--- src/rtl/json_string_unescaper_core_macros.svh ---
// ============================================================================
// JSON string unescaper assertion macros
// Shared concurrent assertion forms, clocked on clk and disabled in reset.
// ============================================================================
`ifndef JSON_STRING_UNESCAPER_CORE_MACROS_SVH
`define JSON_STRING_UNESCAPER_CORE_MACROS_SVH

// The consequent must hold in the same cycle as the antecedent.
`define JSU_ASSERT_SAME(label, ante, cons, msg) \
  label: assert property (@(posedge clk) disable iff (!rst_n) (ante) |-> (cons)) \
    else $error(msg);

// The consequent must hold in the cycle after the antecedent.
`define JSU_ASSERT_NEXT(label, ante, cons, msg) \
  label: assert property (@(posedge clk) disable iff (!rst_n) (ante) |=> (cons)) \
    else $error(msg);

`endif

--- src/rtl/jsu_pkg.sv ---
// ============================================================================
// JSON string unescaper package
// Shared types, constants and decode helpers for the unescaper blocks.
// ============================================================================
package jsu_pkg;

  // Width of the length counter; the reported length saturates at
  // the smaller of 2^LENGTH_BITS-1 and the 16-bit field maximum.
  localparam int LENGTH_BITS = 16;
  localparam int LEN_W       = 16;
  localparam logic [LEN_W-1:0] LEN_MAX =
    (LENGTH_BITS >= LEN_W) ? {LEN_W{1'b1}} : LEN_W'((64'd1 << LENGTH_BITS) - 64'd1);

  // Job queue between the parser and the result sequencer.
  localparam int Q_DEPTH = 4;
  localparam int Q_AW    = $clog2(Q_DEPTH);

  // Maximum results per input word, and the bits that count them.
  localparam int MAX_RES = 3;
  localparam int RES_W   = 2;

  // UTF-8 constants.
  localparam logic [7:0]  UTF8_LEAD2 = 8'hC0;
  localparam logic [7:0]  UTF8_LEAD3 = 8'hE0;
  localparam logic [7:0]  UTF8_CONT  = 8'h80;
  localparam logic [5:0]  UTF8_MASK  = 6'h3F;
  localparam logic [15:0] UTF8_ONE_LIMIT = 16'h0080;
  localparam logic [15:0] UTF8_TWO_LIMIT = 16'h0800;

  // Character codes.
  localparam logic [7:0] CH_QUOTE     = 8'h22;
  localparam logic [7:0] CH_BACKSLASH = 8'h5C;
  localparam logic [7:0] CH_SLASH     = 8'h2F;
  localparam logic [7:0] CH_LOWER_U   = 8'h75;

  typedef enum logic [1:0] {
    KIND_BYTE = 2'd0,
    KIND_DONE = 2'd1,
    KIND_ERR  = 2'd2
  } kind_t;

  typedef enum logic [2:0] {
    ERR_NO_QUOTE     = 3'd0,
    ERR_BAD_ESCAPE   = 3'd1,
    ERR_SHORT_UNI    = 3'd2,
    ERR_BAD_HEX      = 3'd3,
    ERR_UNTERMINATED = 3'd4
  } err_t;

  // Parser phase, one-hot.
  typedef enum logic [3:0] {
    PH_WAIT = 4'b0001,
    PH_BODY = 4'b0010,
    PH_ESC  = 4'b0100,
    PH_HEX  = 4'b1000
  } phase_t;

  // One queued job: the results caused by one input word.
  typedef struct packed {
    logic [RES_W-1:0]        cnt;
    kind_t                   kind;
    err_t                    err;
    logic [LEN_W-1:0]        len;
    logic [MAX_RES-1:0][7:0] bytes;
  } job_t;

  // Hex digit decode: bit 4 is the valid flag, bits 3:0 the value.
  function automatic logic [4:0] hex_digit(input logic [7:0] c);
    logic [4:0] r;
    r = 5'd0;
    if (c inside {[8'h30:8'h39]}) begin
      r = {1'b1, 4'(c - 8'h30)};
    end else if (c inside {[8'h61:8'h66]}) begin
      r = {1'b1, 4'(c - 8'h57)};
    end else if (c inside {[8'h41:8'h46]}) begin
      r = {1'b1, 4'(c - 8'h37)};
    end
    return r;
  endfunction

  // Simple escape letter decode: bit 8 is the valid flag.
  function automatic logic [8:0] esc_map(input logic [7:0] c);
    logic [8:0] r;
    case (c)
      CH_QUOTE:     r = {1'b1, CH_QUOTE};
      CH_BACKSLASH: r = {1'b1, CH_BACKSLASH};
      CH_SLASH:     r = {1'b1, CH_SLASH};
      8'h62:        r = {1'b1, 8'h08};  // b
      8'h66:        r = {1'b1, 8'h0C};  // f
      8'h6E:        r = {1'b1, 8'h0A};  // n
      8'h72:        r = {1'b1, 8'h0D};  // r
      8'h74:        r = {1'b1, 8'h09};  // t
      default:      r = 9'd0;
    endcase
    return r;
  endfunction

endpackage

--- src/rtl/jsu_channels.sv ---
// ============================================================================
// JSON string unescaper channels
// Valid/ready interfaces for the input word stream and the result stream.
// ============================================================================

// Input word: one string character or an end-of-input marker.
interface jsu_in_if;
  logic       valid;
  logic       ready;
  logic [7:0] in_byte;
  logic       end_of_input;

  modport source (output valid, output in_byte, output end_of_input, input ready);
  modport sink   (input valid, input in_byte, input end_of_input, output ready);
endinterface

// Result word: decoded byte, completion or error.
interface jsu_out_if;
  logic        valid;
  logic        ready;
  logic [1:0]  kind;
  logic [7:0]  out_byte;
  logic [2:0]  error_code;
  logic [15:0] decoded_length;
  logic        last;

  modport source (output valid, output kind, output out_byte, output error_code,
                  output decoded_length, output last, input ready);
  modport sink   (input valid, input kind, input out_byte, input error_code,
                  input decoded_length, input last, output ready);
endinterface

--- src/rtl/jsu_front.sv ---
// ============================================================================
// JSON string unescaper front end
// Accepts input words, runs the string parser and packs the results of each
// word into one job for the queue.
// ============================================================================
module jsu_front (
  input  logic          clk,
  input  logic          rst_n,
  jsu_in_if.sink        in_ch,
  input  logic          q_full,
  output logic          push,
  output jsu_pkg::job_t job
);

  jsu_pkg::phase_t              phase_r, phase_nxt;
  logic [15:0]                  cp_r, cp_nxt;
  logic [1:0]                   hc_r, hc_nxt;
  logic [jsu_pkg::LEN_W-1:0]    len_r, len_nxt;
  logic                         fire;
  logic [7:0]                   c;
  logic                         eoi;
  logic [4:0]                   hex;
  logic [8:0]                   esc;
  logic [15:0]                  cp_new;
  logic [jsu_pkg::LEN_W+1:0]    len_sum;

  // A word is taken whenever the queue has room.
  assign in_ch.ready = !q_full;
  assign fire        = in_ch.valid && in_ch.ready;
  assign c           = in_ch.in_byte;
  assign eoi         = in_ch.end_of_input;
  assign hex         = jsu_pkg::hex_digit(c);
  assign esc         = jsu_pkg::esc_map(c);
  assign cp_new      = {cp_r[11:0], hex[3:0]};

  // Parser step: next state and the job for this word.
  always_comb begin
    phase_nxt = phase_r;
    cp_nxt    = cp_r;
    hc_nxt    = hc_r;
    job       = '0;
    job.kind  = jsu_pkg::KIND_BYTE;
    job.err   = jsu_pkg::ERR_NO_QUOTE;
    case (phase_r)
      jsu_pkg::PH_BODY: begin
        if (eoi) begin
          job.cnt   = 2'd1;
          job.kind  = jsu_pkg::KIND_ERR;
          job.err   = jsu_pkg::ERR_UNTERMINATED;
          phase_nxt = jsu_pkg::PH_WAIT;
          cp_nxt    = '0;
          hc_nxt    = '0;
        end else if (c == jsu_pkg::CH_QUOTE) begin
          job.cnt   = 2'd1;
          job.kind  = jsu_pkg::KIND_DONE;
          job.len   = len_r;
          phase_nxt = jsu_pkg::PH_WAIT;
        end else if (c == jsu_pkg::CH_BACKSLASH) begin
          phase_nxt = jsu_pkg::PH_ESC;
        end else begin
          job.cnt      = 2'd1;
          job.bytes[0] = c;
        end
      end
      jsu_pkg::PH_ESC: begin
        if (eoi || (!esc[8] && c != jsu_pkg::CH_LOWER_U)) begin
          job.cnt   = 2'd1;
          job.kind  = jsu_pkg::KIND_ERR;
          job.err   = jsu_pkg::ERR_BAD_ESCAPE;
          phase_nxt = jsu_pkg::PH_WAIT;
          cp_nxt    = '0;
          hc_nxt    = '0;
        end else if (c == jsu_pkg::CH_LOWER_U) begin
          phase_nxt = jsu_pkg::PH_HEX;
          cp_nxt    = '0;
          hc_nxt    = '0;
        end else begin
          job.cnt      = 2'd1;
          job.bytes[0] = esc[7:0];
          phase_nxt    = jsu_pkg::PH_BODY;
        end
      end
      jsu_pkg::PH_HEX: begin
        if (eoi || !hex[4]) begin
          job.cnt   = 2'd1;
          job.kind  = jsu_pkg::KIND_ERR;
          job.err   = eoi ? jsu_pkg::ERR_SHORT_UNI : jsu_pkg::ERR_BAD_HEX;
          phase_nxt = jsu_pkg::PH_WAIT;
          cp_nxt    = '0;
          hc_nxt    = '0;
        end else if (hc_r != 2'd3) begin
          cp_nxt = cp_new;
          hc_nxt = hc_r + 2'd1;
        end else begin
          // Fourth digit: encode the code point as UTF-8.
          phase_nxt = jsu_pkg::PH_BODY;
          cp_nxt    = '0;
          hc_nxt    = '0;
          if (cp_new < jsu_pkg::UTF8_ONE_LIMIT) begin
            job.cnt      = 2'd1;
            job.bytes[0] = cp_new[7:0];
          end else if (cp_new < jsu_pkg::UTF8_TWO_LIMIT) begin
            job.cnt      = 2'd2;
            job.bytes[0] = jsu_pkg::UTF8_LEAD2 | {3'b000, cp_new[10:6]};
            job.bytes[1] = jsu_pkg::UTF8_CONT | {2'b00, cp_new[5:0] & jsu_pkg::UTF8_MASK};
          end else begin
            job.cnt      = 2'd3;
            job.bytes[0] = jsu_pkg::UTF8_LEAD3 | {4'b0000, cp_new[15:12]};
            job.bytes[1] = jsu_pkg::UTF8_CONT | {2'b00, cp_new[11:6] & jsu_pkg::UTF8_MASK};
            job.bytes[2] = jsu_pkg::UTF8_CONT | {2'b00, cp_new[5:0] & jsu_pkg::UTF8_MASK};
          end
        end
      end
      default: begin
        if (!eoi && c == jsu_pkg::CH_QUOTE) begin
          phase_nxt = jsu_pkg::PH_BODY;
          cp_nxt    = '0;
          hc_nxt    = '0;
        end else begin
          job.cnt   = 2'd1;
          job.kind  = jsu_pkg::KIND_ERR;
          job.err   = jsu_pkg::ERR_NO_QUOTE;
          phase_nxt = jsu_pkg::PH_WAIT;
          cp_nxt    = '0;
          hc_nxt    = '0;
        end
      end
    endcase
  end

  // Length counter: cleared on an opening quote, saturating add of bytes.
  always_comb begin
    len_sum = {2'b00, len_r} + {{jsu_pkg::LEN_W{1'b0}}, job.cnt};
    len_nxt = len_r;
    if (!(phase_r inside {jsu_pkg::PH_BODY, jsu_pkg::PH_ESC, jsu_pkg::PH_HEX}) &&
        !eoi && c == jsu_pkg::CH_QUOTE) begin
      len_nxt = '0;
    end else if (job.kind == jsu_pkg::KIND_BYTE && job.cnt != 2'd0) begin
      if (len_sum > {2'b00, jsu_pkg::LEN_MAX}) begin
        len_nxt = jsu_pkg::LEN_MAX;
      end else begin
        len_nxt = len_sum[jsu_pkg::LEN_W-1:0];
      end
    end
  end

  // Only words with at least one result enter the queue.
  assign push = fire && (job.cnt != 2'd0);

  // Parser state registers.
  always_ff @(posedge clk) begin
    if (!rst_n) begin
      phase_r <= jsu_pkg::PH_WAIT;
      cp_r    <= '0;
      hc_r    <= '0;
      len_r   <= '0;
    end else if (fire) begin
      phase_r <= phase_nxt;
      cp_r    <= cp_nxt;
      hc_r    <= hc_nxt;
      len_r   <= len_nxt;
    end
  end

endmodule

--- src/rtl/jsu_queue.sv ---
// ============================================================================
// JSON string unescaper job queue
// Small FIFO of jobs that decouples the parser from the result sequencer.
// ============================================================================
`include "json_string_unescaper_core_macros.svh"

module jsu_queue (
  input  logic          clk,
  input  logic          rst_n,
  input  logic          push,
  input  jsu_pkg::job_t wr_job,
  input  logic          pop,
  output jsu_pkg::job_t head,
  output logic          full,
  output logic          empty
);

  jsu_pkg::job_t             mem_r [jsu_pkg::Q_DEPTH];
  logic [jsu_pkg::Q_AW-1:0]  wp_r, wp_nxt;
  logic [jsu_pkg::Q_AW-1:0]  rp_r, rp_nxt;
  logic [jsu_pkg::Q_AW:0]    cnt_r, cnt_nxt;

  assign full  = (cnt_r == (jsu_pkg::Q_AW+1)'(jsu_pkg::Q_DEPTH));
  assign empty = (cnt_r == '0);
  assign head  = mem_r[rp_r];

  // Pointer and occupancy update.
  always_comb begin
    wp_nxt  = push ? wp_r + 1'b1 : wp_r;
    rp_nxt  = pop ? rp_r + 1'b1 : rp_r;
    cnt_nxt = cnt_r;
    if (push && !pop) begin
      cnt_nxt = cnt_r + 1'b1;
    end else if (pop && !push) begin
      cnt_nxt = cnt_r - 1'b1;
    end
  end

  always_ff @(posedge clk) begin
    if (!rst_n) begin
      wp_r  <= '0;
      rp_r  <= '0;
      cnt_r <= '0;
    end else begin
      wp_r  <= wp_nxt;
      rp_r  <= rp_nxt;
      cnt_r <= cnt_nxt;
    end
  end

  // Job storage.
  always_ff @(posedge clk) begin
    if (push) begin
      mem_r[wp_r] <= wr_job;
    end
  end

  `JSU_ASSERT_SAME(a_no_overflow, push, !full || pop, "job pushed into a full queue")
  `JSU_ASSERT_SAME(a_no_underflow, pop, !empty, "job popped from an empty queue")
  `JSU_ASSERT_SAME(a_job_has_results, push, wr_job.cnt != 2'd0, "empty job queued")
  `JSU_ASSERT_NEXT(a_count_up, push && !pop, cnt_r == $past(cnt_r) + 1'b1, "count did not rise")

endmodule

--- src/rtl/jsu_back.sv ---
// ============================================================================
// JSON string unescaper result sequencer
// Walks the results of the job at the queue head, one result word per
// handshake, and marks the final one of each job.
// ============================================================================
module jsu_back (
  input  logic          clk,
  input  logic          rst_n,
  input  jsu_pkg::job_t head,
  input  logic          q_empty,
  output logic          pop,
  jsu_out_if.source     out_ch
);

  logic [jsu_pkg::RES_W-1:0] idx_r, idx_nxt;
  logic                      fire;
  logic                      final_res;

  assign out_ch.valid = !q_empty;
  assign fire         = out_ch.valid && out_ch.ready;
  assign final_res    = (idx_r == head.cnt - 2'd1);
  assign pop          = fire && final_res;

  // Result word fields taken from the head job.
  assign out_ch.kind           = head.kind;
  assign out_ch.out_byte       = (head.kind == jsu_pkg::KIND_BYTE) ? head.bytes[idx_r] : 8'd0;
  assign out_ch.error_code     = head.err;
  assign out_ch.decoded_length = head.len;
  assign out_ch.last           = final_res;

  // Result index within the head job.
  always_comb begin
    idx_nxt = idx_r;
    if (fire) begin
      idx_nxt = final_res ? '0 : idx_r + 1'b1;
    end
  end

  always_ff @(posedge clk) begin
    if (!rst_n) begin
      idx_r <= '0;
    end else begin
      idx_r <= idx_nxt;
    end
  end

endmodule

--- src/rtl/json_string_unescaper_core.sv ---
// ============================================================================
// JSON string unescaper core
// Decodes a double-quoted JSON string, one character word in, decoded bytes,
// completion or error words out.
// ============================================================================
// The block takes one input word per clock as long as its four-entry job
// queue has room; the parser handles every word in the cycle it is taken.
// Each word yields zero to three result words, and the result side sends one
// result word per clock while the receiver is ready. Sustained throughput is
// one input word per cycle whenever the stream averages no more than one
// result per word (a six-word unicode escape gives at most three); a burst of
// multi-byte results is absorbed by the job queue, and the input side stalls
// only when that queue is full. The last flag marks the final result of each
// input word. After an error the block waits for a new opening quote, and the
// bytes already sent for that string should be discarded.
module json_string_unescaper_core (
  input  logic      clk,
  input  logic      rst_n,
  jsu_in_if.sink    in_ch,
  jsu_out_if.source out_ch
);

  jsu_pkg::job_t job;
  jsu_pkg::job_t head;
  logic          push;
  logic          pop;
  logic          q_full;
  logic          q_empty;

  // Parser front end.
  jsu_front u_front (
    .clk    (clk),
    .rst_n  (rst_n),
    .in_ch  (in_ch),
    .q_full (q_full),
    .push   (push),
    .job    (job)
  );

  // Job queue.
  jsu_queue u_queue (
    .clk    (clk),
    .rst_n  (rst_n),
    .push   (push),
    .wr_job (job),
    .pop    (pop),
    .head   (head),
    .full   (q_full),
    .empty  (q_empty)
  );

  // Result sequencer.
  jsu_back u_back (
    .clk     (clk),
    .rst_n   (rst_n),
    .head    (head),
    .q_empty (q_empty),
    .pop     (pop),
    .out_ch  (out_ch)
  );

endmodule

--- src/flat_wrapper.sv ---
// flat-port wrapper written by rule: the top's interface ports become plain ports
module json_string_unescaper_core_flat 
  (clk, rst_n, in_ch_valid, in_ch_in_byte, in_ch_end_of_input, in_ch_ready, out_ch_valid, out_ch_kind, out_ch_out_byte, out_ch_error_code, out_ch_decoded_length, out_ch_last, out_ch_ready);
  jsu_in_if in_ch_i ();
  jsu_out_if out_ch_i ();
  input  logic clk;
  input  logic rst_n;
  input wire logic [$bits(in_ch_i.valid)-1:0] in_ch_valid;
  input wire logic [$bits(in_ch_i.in_byte)-1:0] in_ch_in_byte;
  input wire logic [$bits(in_ch_i.end_of_input)-1:0] in_ch_end_of_input;
  output wire logic [$bits(in_ch_i.ready)-1:0] in_ch_ready;
  output wire logic [$bits(out_ch_i.valid)-1:0] out_ch_valid;
  output wire logic [$bits(out_ch_i.kind)-1:0] out_ch_kind;
  output wire logic [$bits(out_ch_i.out_byte)-1:0] out_ch_out_byte;
  output wire logic [$bits(out_ch_i.error_code)-1:0] out_ch_error_code;
  output wire logic [$bits(out_ch_i.decoded_length)-1:0] out_ch_decoded_length;
  output wire logic [$bits(out_ch_i.last)-1:0] out_ch_last;
  input wire logic [$bits(out_ch_i.ready)-1:0] out_ch_ready;
  assign in_ch_i.valid = in_ch_valid;
  assign in_ch_i.in_byte = in_ch_in_byte;
  assign in_ch_i.end_of_input = in_ch_end_of_input;
  assign in_ch_ready = in_ch_i.ready;
  assign out_ch_valid = out_ch_i.valid;
  assign out_ch_kind = out_ch_i.kind;
  assign out_ch_out_byte = out_ch_i.out_byte;
  assign out_ch_error_code = out_ch_i.error_code;
  assign out_ch_decoded_length = out_ch_i.decoded_length;
  assign out_ch_last = out_ch_i.last;
  assign out_ch_i.ready = out_ch_ready;
  json_string_unescaper_core u_core (.clk(clk), .rst_n(rst_n), .in_ch(in_ch_i), .out_ch(out_ch_i));
endmodule
--- config.mk ---
export PLATFORM = sky130hd
export DESIGN_NAME = json_string_unescaper_core_flat
export DESIGN_NICKNAME = d
export VERILOG_FILES = /design/src/rtl/jsu_pkg.sv /design/src/rtl/jsu_channels.sv /design/src/rtl/jsu_front.sv /design/src/rtl/jsu_queue.sv /design/src/rtl/jsu_back.sv /design/src/rtl/json_string_unescaper_core.sv /design/src/flat_wrapper.sv
export VERILOG_INCLUDE_DIRS = /design/src /design/src/rtl
export SDC_FILE = /design/constraint.sdc
export NUM_CORES = 1
export LEC_CHECK = 0
export ABC_AREA = 0
export BUFFER_PORTS_ARGS = -buffer_cell sky130_fd_sc_hd__buf_4
export CAP_MARGIN = 10
export CORE_MARGIN = 5
export CORE_UTILIZATION = 55
export DETAILED_ROUTE_END_ITERATION = 8
export HOLD_SLACK_MARGIN = 0.05
export MAX_ROUTING_LAYER = met4
export PLACE_DENSITY = 0.75
export SLEW_MARGIN = 20
export SYNTH_ARGS = -nofsm -noshare
export SYNTH_HDL_FRONTEND = slang
export SYNTH_SLANG_ARGS = --single-unit
export TNS_END_PERCENT = 20
--- constraint.sdc ---
create_clock -name clk -period 3.65 [get_ports clk]
set_input_delay 0.365 -clock clk [delete_from_list [all_inputs] [get_ports clk]]
set_output_delay 0.365 -clock clk [all_outputs]
set_load 0.02 [all_outputs]
# Word level (Yosys, flattened, before mapping)

Memories as Yosys holds them, arrays and structs flattened. A register that Yosys moved wholly into a read port is not among the register bits.
Index checks and enable logic that the tools add are counted.
Widths: inputs -> output; s select.

Reductions and logical operators: 34
$add $sub $neg: 11
Eq/ne operators: 20
Magnitude comparators: 10
Multiplexer cells: 70

Operator list:

| cell                 | number |
|---|---|
| $mux 16              | 8 |
| $mux 8               | 9 |
| $pmux 9 s8           | 1 |
| $mux 12              | 5 |
| $eq 8x7->1 const B   | 7 |
| $mux 24              | 2 |
| $pmux 12 s3          | 1 |
| $mux 4               | 7 |
| $mux 5               | 5 |
| $mux 2               | 12 |
| $pmux 8 s3           | 1 |
| $pmux 7 s3           | 1 |
| $add 16x2->17        | 1 |
| $gt 17x16->1 const B | 1 |
| $bmux 8 s2           | 1 |
| $eq 8x6->1 const B   | 2 |
| $ge 8x7->1 const B   | 2 |
| $le 8x7->1 const B   | 2 |
| $lt 16x12->1 const B | 1 |
| $lt 16x8->1 const B  | 1 |
| $logic_and 1x1->1    | 14 |
| $mux 14              | 1 |
| $mux 3               | 4 |
| $pmux 4 s3           | 1 |
| 29 further kinds     | 55 |

Memories: 1
Memory bits (writable): 188
Output and inout port bits: 32
Input port bits: 13
Logic and storage cells: 154
Register bits: 43

Memories:

| name                 | words | bits a word | read ports | clocked after Yosys merged registers in | wr ports | RTL line        | text |
|---|---|---|---|---|---|---|---|
| u_core.u_queue.mem_r | 4     | 47          | 1          | 1                                       | 1        | jsu_queue.sv:18 | `jsu_pkg::job_t mem_r [jsu_pkg::Q_DEPTH];` |

# Depth between registers and ports, before layout

Word-level depth: 17
Depth in mapped cells: 16

# Cells and area by module

A second synthesis with hierarchy kept.

Cells, all modules: 760
Area, all modules: 10618.9 µm²

By module, submodules not included:

| module    | area an instance (µm²) | times used | cells an instance | seq. area each (µm²) |
|---|---|---|---|---|
| jsu_queue | 7252.0                 | 1          | 288               | 5825.6 |
| jsu_front | 2840.2                 | 1          | 397               | 680.7 |
| jsu_back  | 526.8                  | 1          | 75                | 40.0 |

# Worst setup path before layout

Ideal clock, no wire load.

Path kind: register to register
From: register u_core.u_front.phase_r[1]
To: register u_core.u_front.len_r[13] (netlist name)
Required time: 3.528 ns
Path buffers: 3
Slack: -0.233 ns
Stages on the path, launching flop included: 17
Period minus slack after synthesis: 3.883 ns
Arrival time: 3.762 ns
Path through: dfxtp_1 > buf_2 > or4b_1 > buf_2 > a211oi_4 > o21ai_1 > o31a_1 > ha_1 > fa_1 > and3_1 > nand4_1 > nor2_1 > nand4_1 > or2_2 > clkbuf_1 > o21ai_0 > a221o_1

RTL lines:

| element                | RTL line         | text |
|---|---|---|
| start, declared        | jsu_front.sv:15  | `jsu_pkg::phase_t phase_r, phase_nxt;` |
| start signal, assigned | jsu_front.sv:153 | `phase_r <= jsu_pkg::PH_WAIT;` |
| start signal, assigned | jsu_front.sv:158 | `phase_r <= phase_nxt;` |
| end signal, assigned   | jsu_front.sv:161 | `len_r <= len_nxt;` |
| end, declared          | jsu_front.sv:18  | `logic [jsu_pkg::LEN_W-1:0] len_r, len_nxt;` |

==> flow_summary.toml <==
[status]
status = "completed"

[clocking]
cts_setup_buffers = 0
clkSinkCount = 225
h-tree-depth = 1
clockRootBuffer = "clkbuf_16"
clk_pin_slew_ns = 0.06
clock_latency_ns = 0.50
numCtsBuffers = 23
hold_buffers = 0
tritoncts = "built"
cts_buffer_depth = 3

[placed_design]
portBuffers = 44
dp_hpwl_um = 15100
dp.cells = 998
routabilityCongestion = 0.921
dpl_cell_area_sq_um = 11000

[floorplanning]
chipWidth_um = 146
initial_core_util_pct = 56.3
die_area_sq_um = 21400
core-area_sq_um = 18100
die_h_um = 146
ios = 45
rows = 49

[critical_path]
cp.buffers_inverters = 0
criticalPathCategory = "reg -> reg"
critical_path_required_ns = 4.04
crit_path_frequent_cell = "nand4_1"
crit_arrival_ns = 3.87
ff2ff_setup_slack_ns = 0.17
critical_path.max_stage_delay_ns = 0.59
worst_path_dominant_cell_family = "simple AND/OR/NAND/NOR gates"
path_cells = "or4_1 -> nor3_4 -> o32ai_1 -> o31a_1 -> ha_2 -> fa_2 -> and3_1 -> nand4_1 -> nor2_1 -> nand4_1 -> or2_4 -> o21ai_0 -> a221o_1"
crit_path_start_kind = "register"
end_kind = "register"
slowest_stage = "or4_1"
worstPathMaxFanout = 13

[sta]
rsz0062_at_grt = "no"
report.final.hold_viol_count = 0
finalCriticalPeriod_ns = 3.48
setup_viol = 0
finalCritPeriodShare_pct = 95.4
finClkSkew_ns = 0.0248
worst_pin_slew_ns = 0.849
drv_slew = 0
max_slew_margin_pct = 43.0
fmax_ghz = 0.287

[yosys]
synth_cells = 720
synth_top_area_cell = "edfxtp_1"
seq_area_frac_synth_pct = 61.7
ys_top_cells_by_area = "edfxtp_1, mux4_2, dfxtp_1, nand2_1, ha_1"
synth_area_per_cell_sq_um = 14.2
synth-edff-count = 180
synth_nets = 748
async_reset_ff_share_pct = 0
ys_ff_latch = 225
synth_ff_type = "edfxtp_1"
synth_top_area_share_pct = 52.9
yosys_warnings = 0
synth_area_sq_um = 10200
yosysUniqueCellTypes = 72

[route]
vias_per_cell = 6.25
first_pass_iters = 5
vias = 6505
antenna_left = 0
initialDrtViolationCount = 770
route.detailed.drc = 0
wirelength_um = 23300
wl_per_cell_um = 22.4

[grt]
grt-ovfl-total = 0
antenna_found_initial = 0
grt_pass1_vias = 6531
grt_usage_pct = 22.5
grt_max_degree = 46
grt_pass1_wl_um = 37100

[final_layout]
syn2layout_area_growth_pct = 15.3
final_common_cell = "edfxtp_1"
final_layout_size_suffix_gt1_share_pct = 24.4
final_cell_mix = "edfxtp_1, buf_4, mux4_2"
final_nets = 822
fillers = 1298
final_cell_count_no_fill = 1040
final_area_sq_um = 11800
n_antenna_cell = 0

[power]
p_leak_nw = 4.14
max-vdd-ir-drop_v = 0.000340
power.density_nw_per_um2 = 580

[run]
maxCapViolations = 0

[min_path]
min_path_type = "in -> reg"
cell type report:
cell class	instances	area, sq um	area share (%)
Sequential cell	225	6310	53.6
Multi-Input combinational cell	435	3680	31.3
Timing Repair Buffer	87	691	5.86
Clock buffer	35	662	5.62
Tap cell	229	287	2.43
Inverter	22	82.6	0.701
Clock inverter	7	67.6	0.574
state kept, by name (all words and copies together), names as in the netlist, named ones only:
name and count:
u_core.u_back.idx_r 2, u_core.u_front.len_r 16, u_core.u_queue.mem_r 180, u_core.u_queue.cnt_r 3, u_core.u_queue.rp_r 2, u_core.u_front.cp_r 12, u_core.u_front.hc_r 2, u_core.u_front.phase_r 4
u_core.u_queue.wp_r 2
routing by layer:
metal	track usage, %	share of wire, %	vias to the layer above
li1	-	-	2959
met4	4.52	1.7	0
met2	35.6	49	278
met5	-	0	-
met3	3.75	7.4	35
met1	31.4	42	3233
cells in the mapped netlist (16+ instances only):
library cell,count
a21oi_1,16
nor2_1,29
nand2_1,44
clkbuf_1,19
and3_1,19
o21ai_0,27
and2_1,24
mux4_2,45
nand3_1,25
edfxtp_1,180
nor3_1,22
dfxtp_1,45
inv_1,21
worst paths after layout:
| path | from | end | cells after the start |
|---|---|---|---|
| worst min-delay path | rst_n | u_core.u_front.phase_r[0] | 2 |
| worst min register to register | u_core.u_front.hc_r[1] | u_core.u_front.hc_r[1] | 2 |
| worst max register to register | u_core.u_front.cp_r[8] | u_core.u_front.len_r[9] | 13 |
| worst max-delay path | u_core.u_front.cp_r[8] | u_core.u_front.len_r[9] | 13 |
kinds of logic (layout without fill, tap and decap cells):
family,after synthesis,after routing,synth area share [%]
simple gates,231,231,13.0
flops,225,225,61.7
fa+ha+maj,15,15,1.98
xor+xnor,7,7,0.600
buf+inv,60,151,2.67
mux,54,54,10.8
compound gates,128,128,9.21
metrics by stage:
step	hold WS (ns)	setup WS (ns)	power (mW)	setup TNS [ns]	util [%]
floorplan	0.445	0.0196	4.15	0	-
global placement	0.453	0.135	4.58	0	60.9
detailed placement	0.468	-0.00404	4.64	-0.00404	60.9
CTS	0.212	0.153	6.90	0	64.9
global route	0.243	0.0121	7.14	0	64.9
finish	0.231	0.169	6.84	0	64.9
power by group:
group / leakage, nW / switching (mW) / internal (mW)
Combinational: 1.64 / 0.808 / 0.670
Clock: 0.359 / 0.927 / 1.33
Sequential: 2.14 / 0.0945 / 3.01
repair_timing:
item                                    in CTS  in global routing
endpoints found under the hold margin        0                  0
endpoints found under the setup margin       0                  1
gates resized for setup                      0                  1
(Power assumes the default switching activity.)
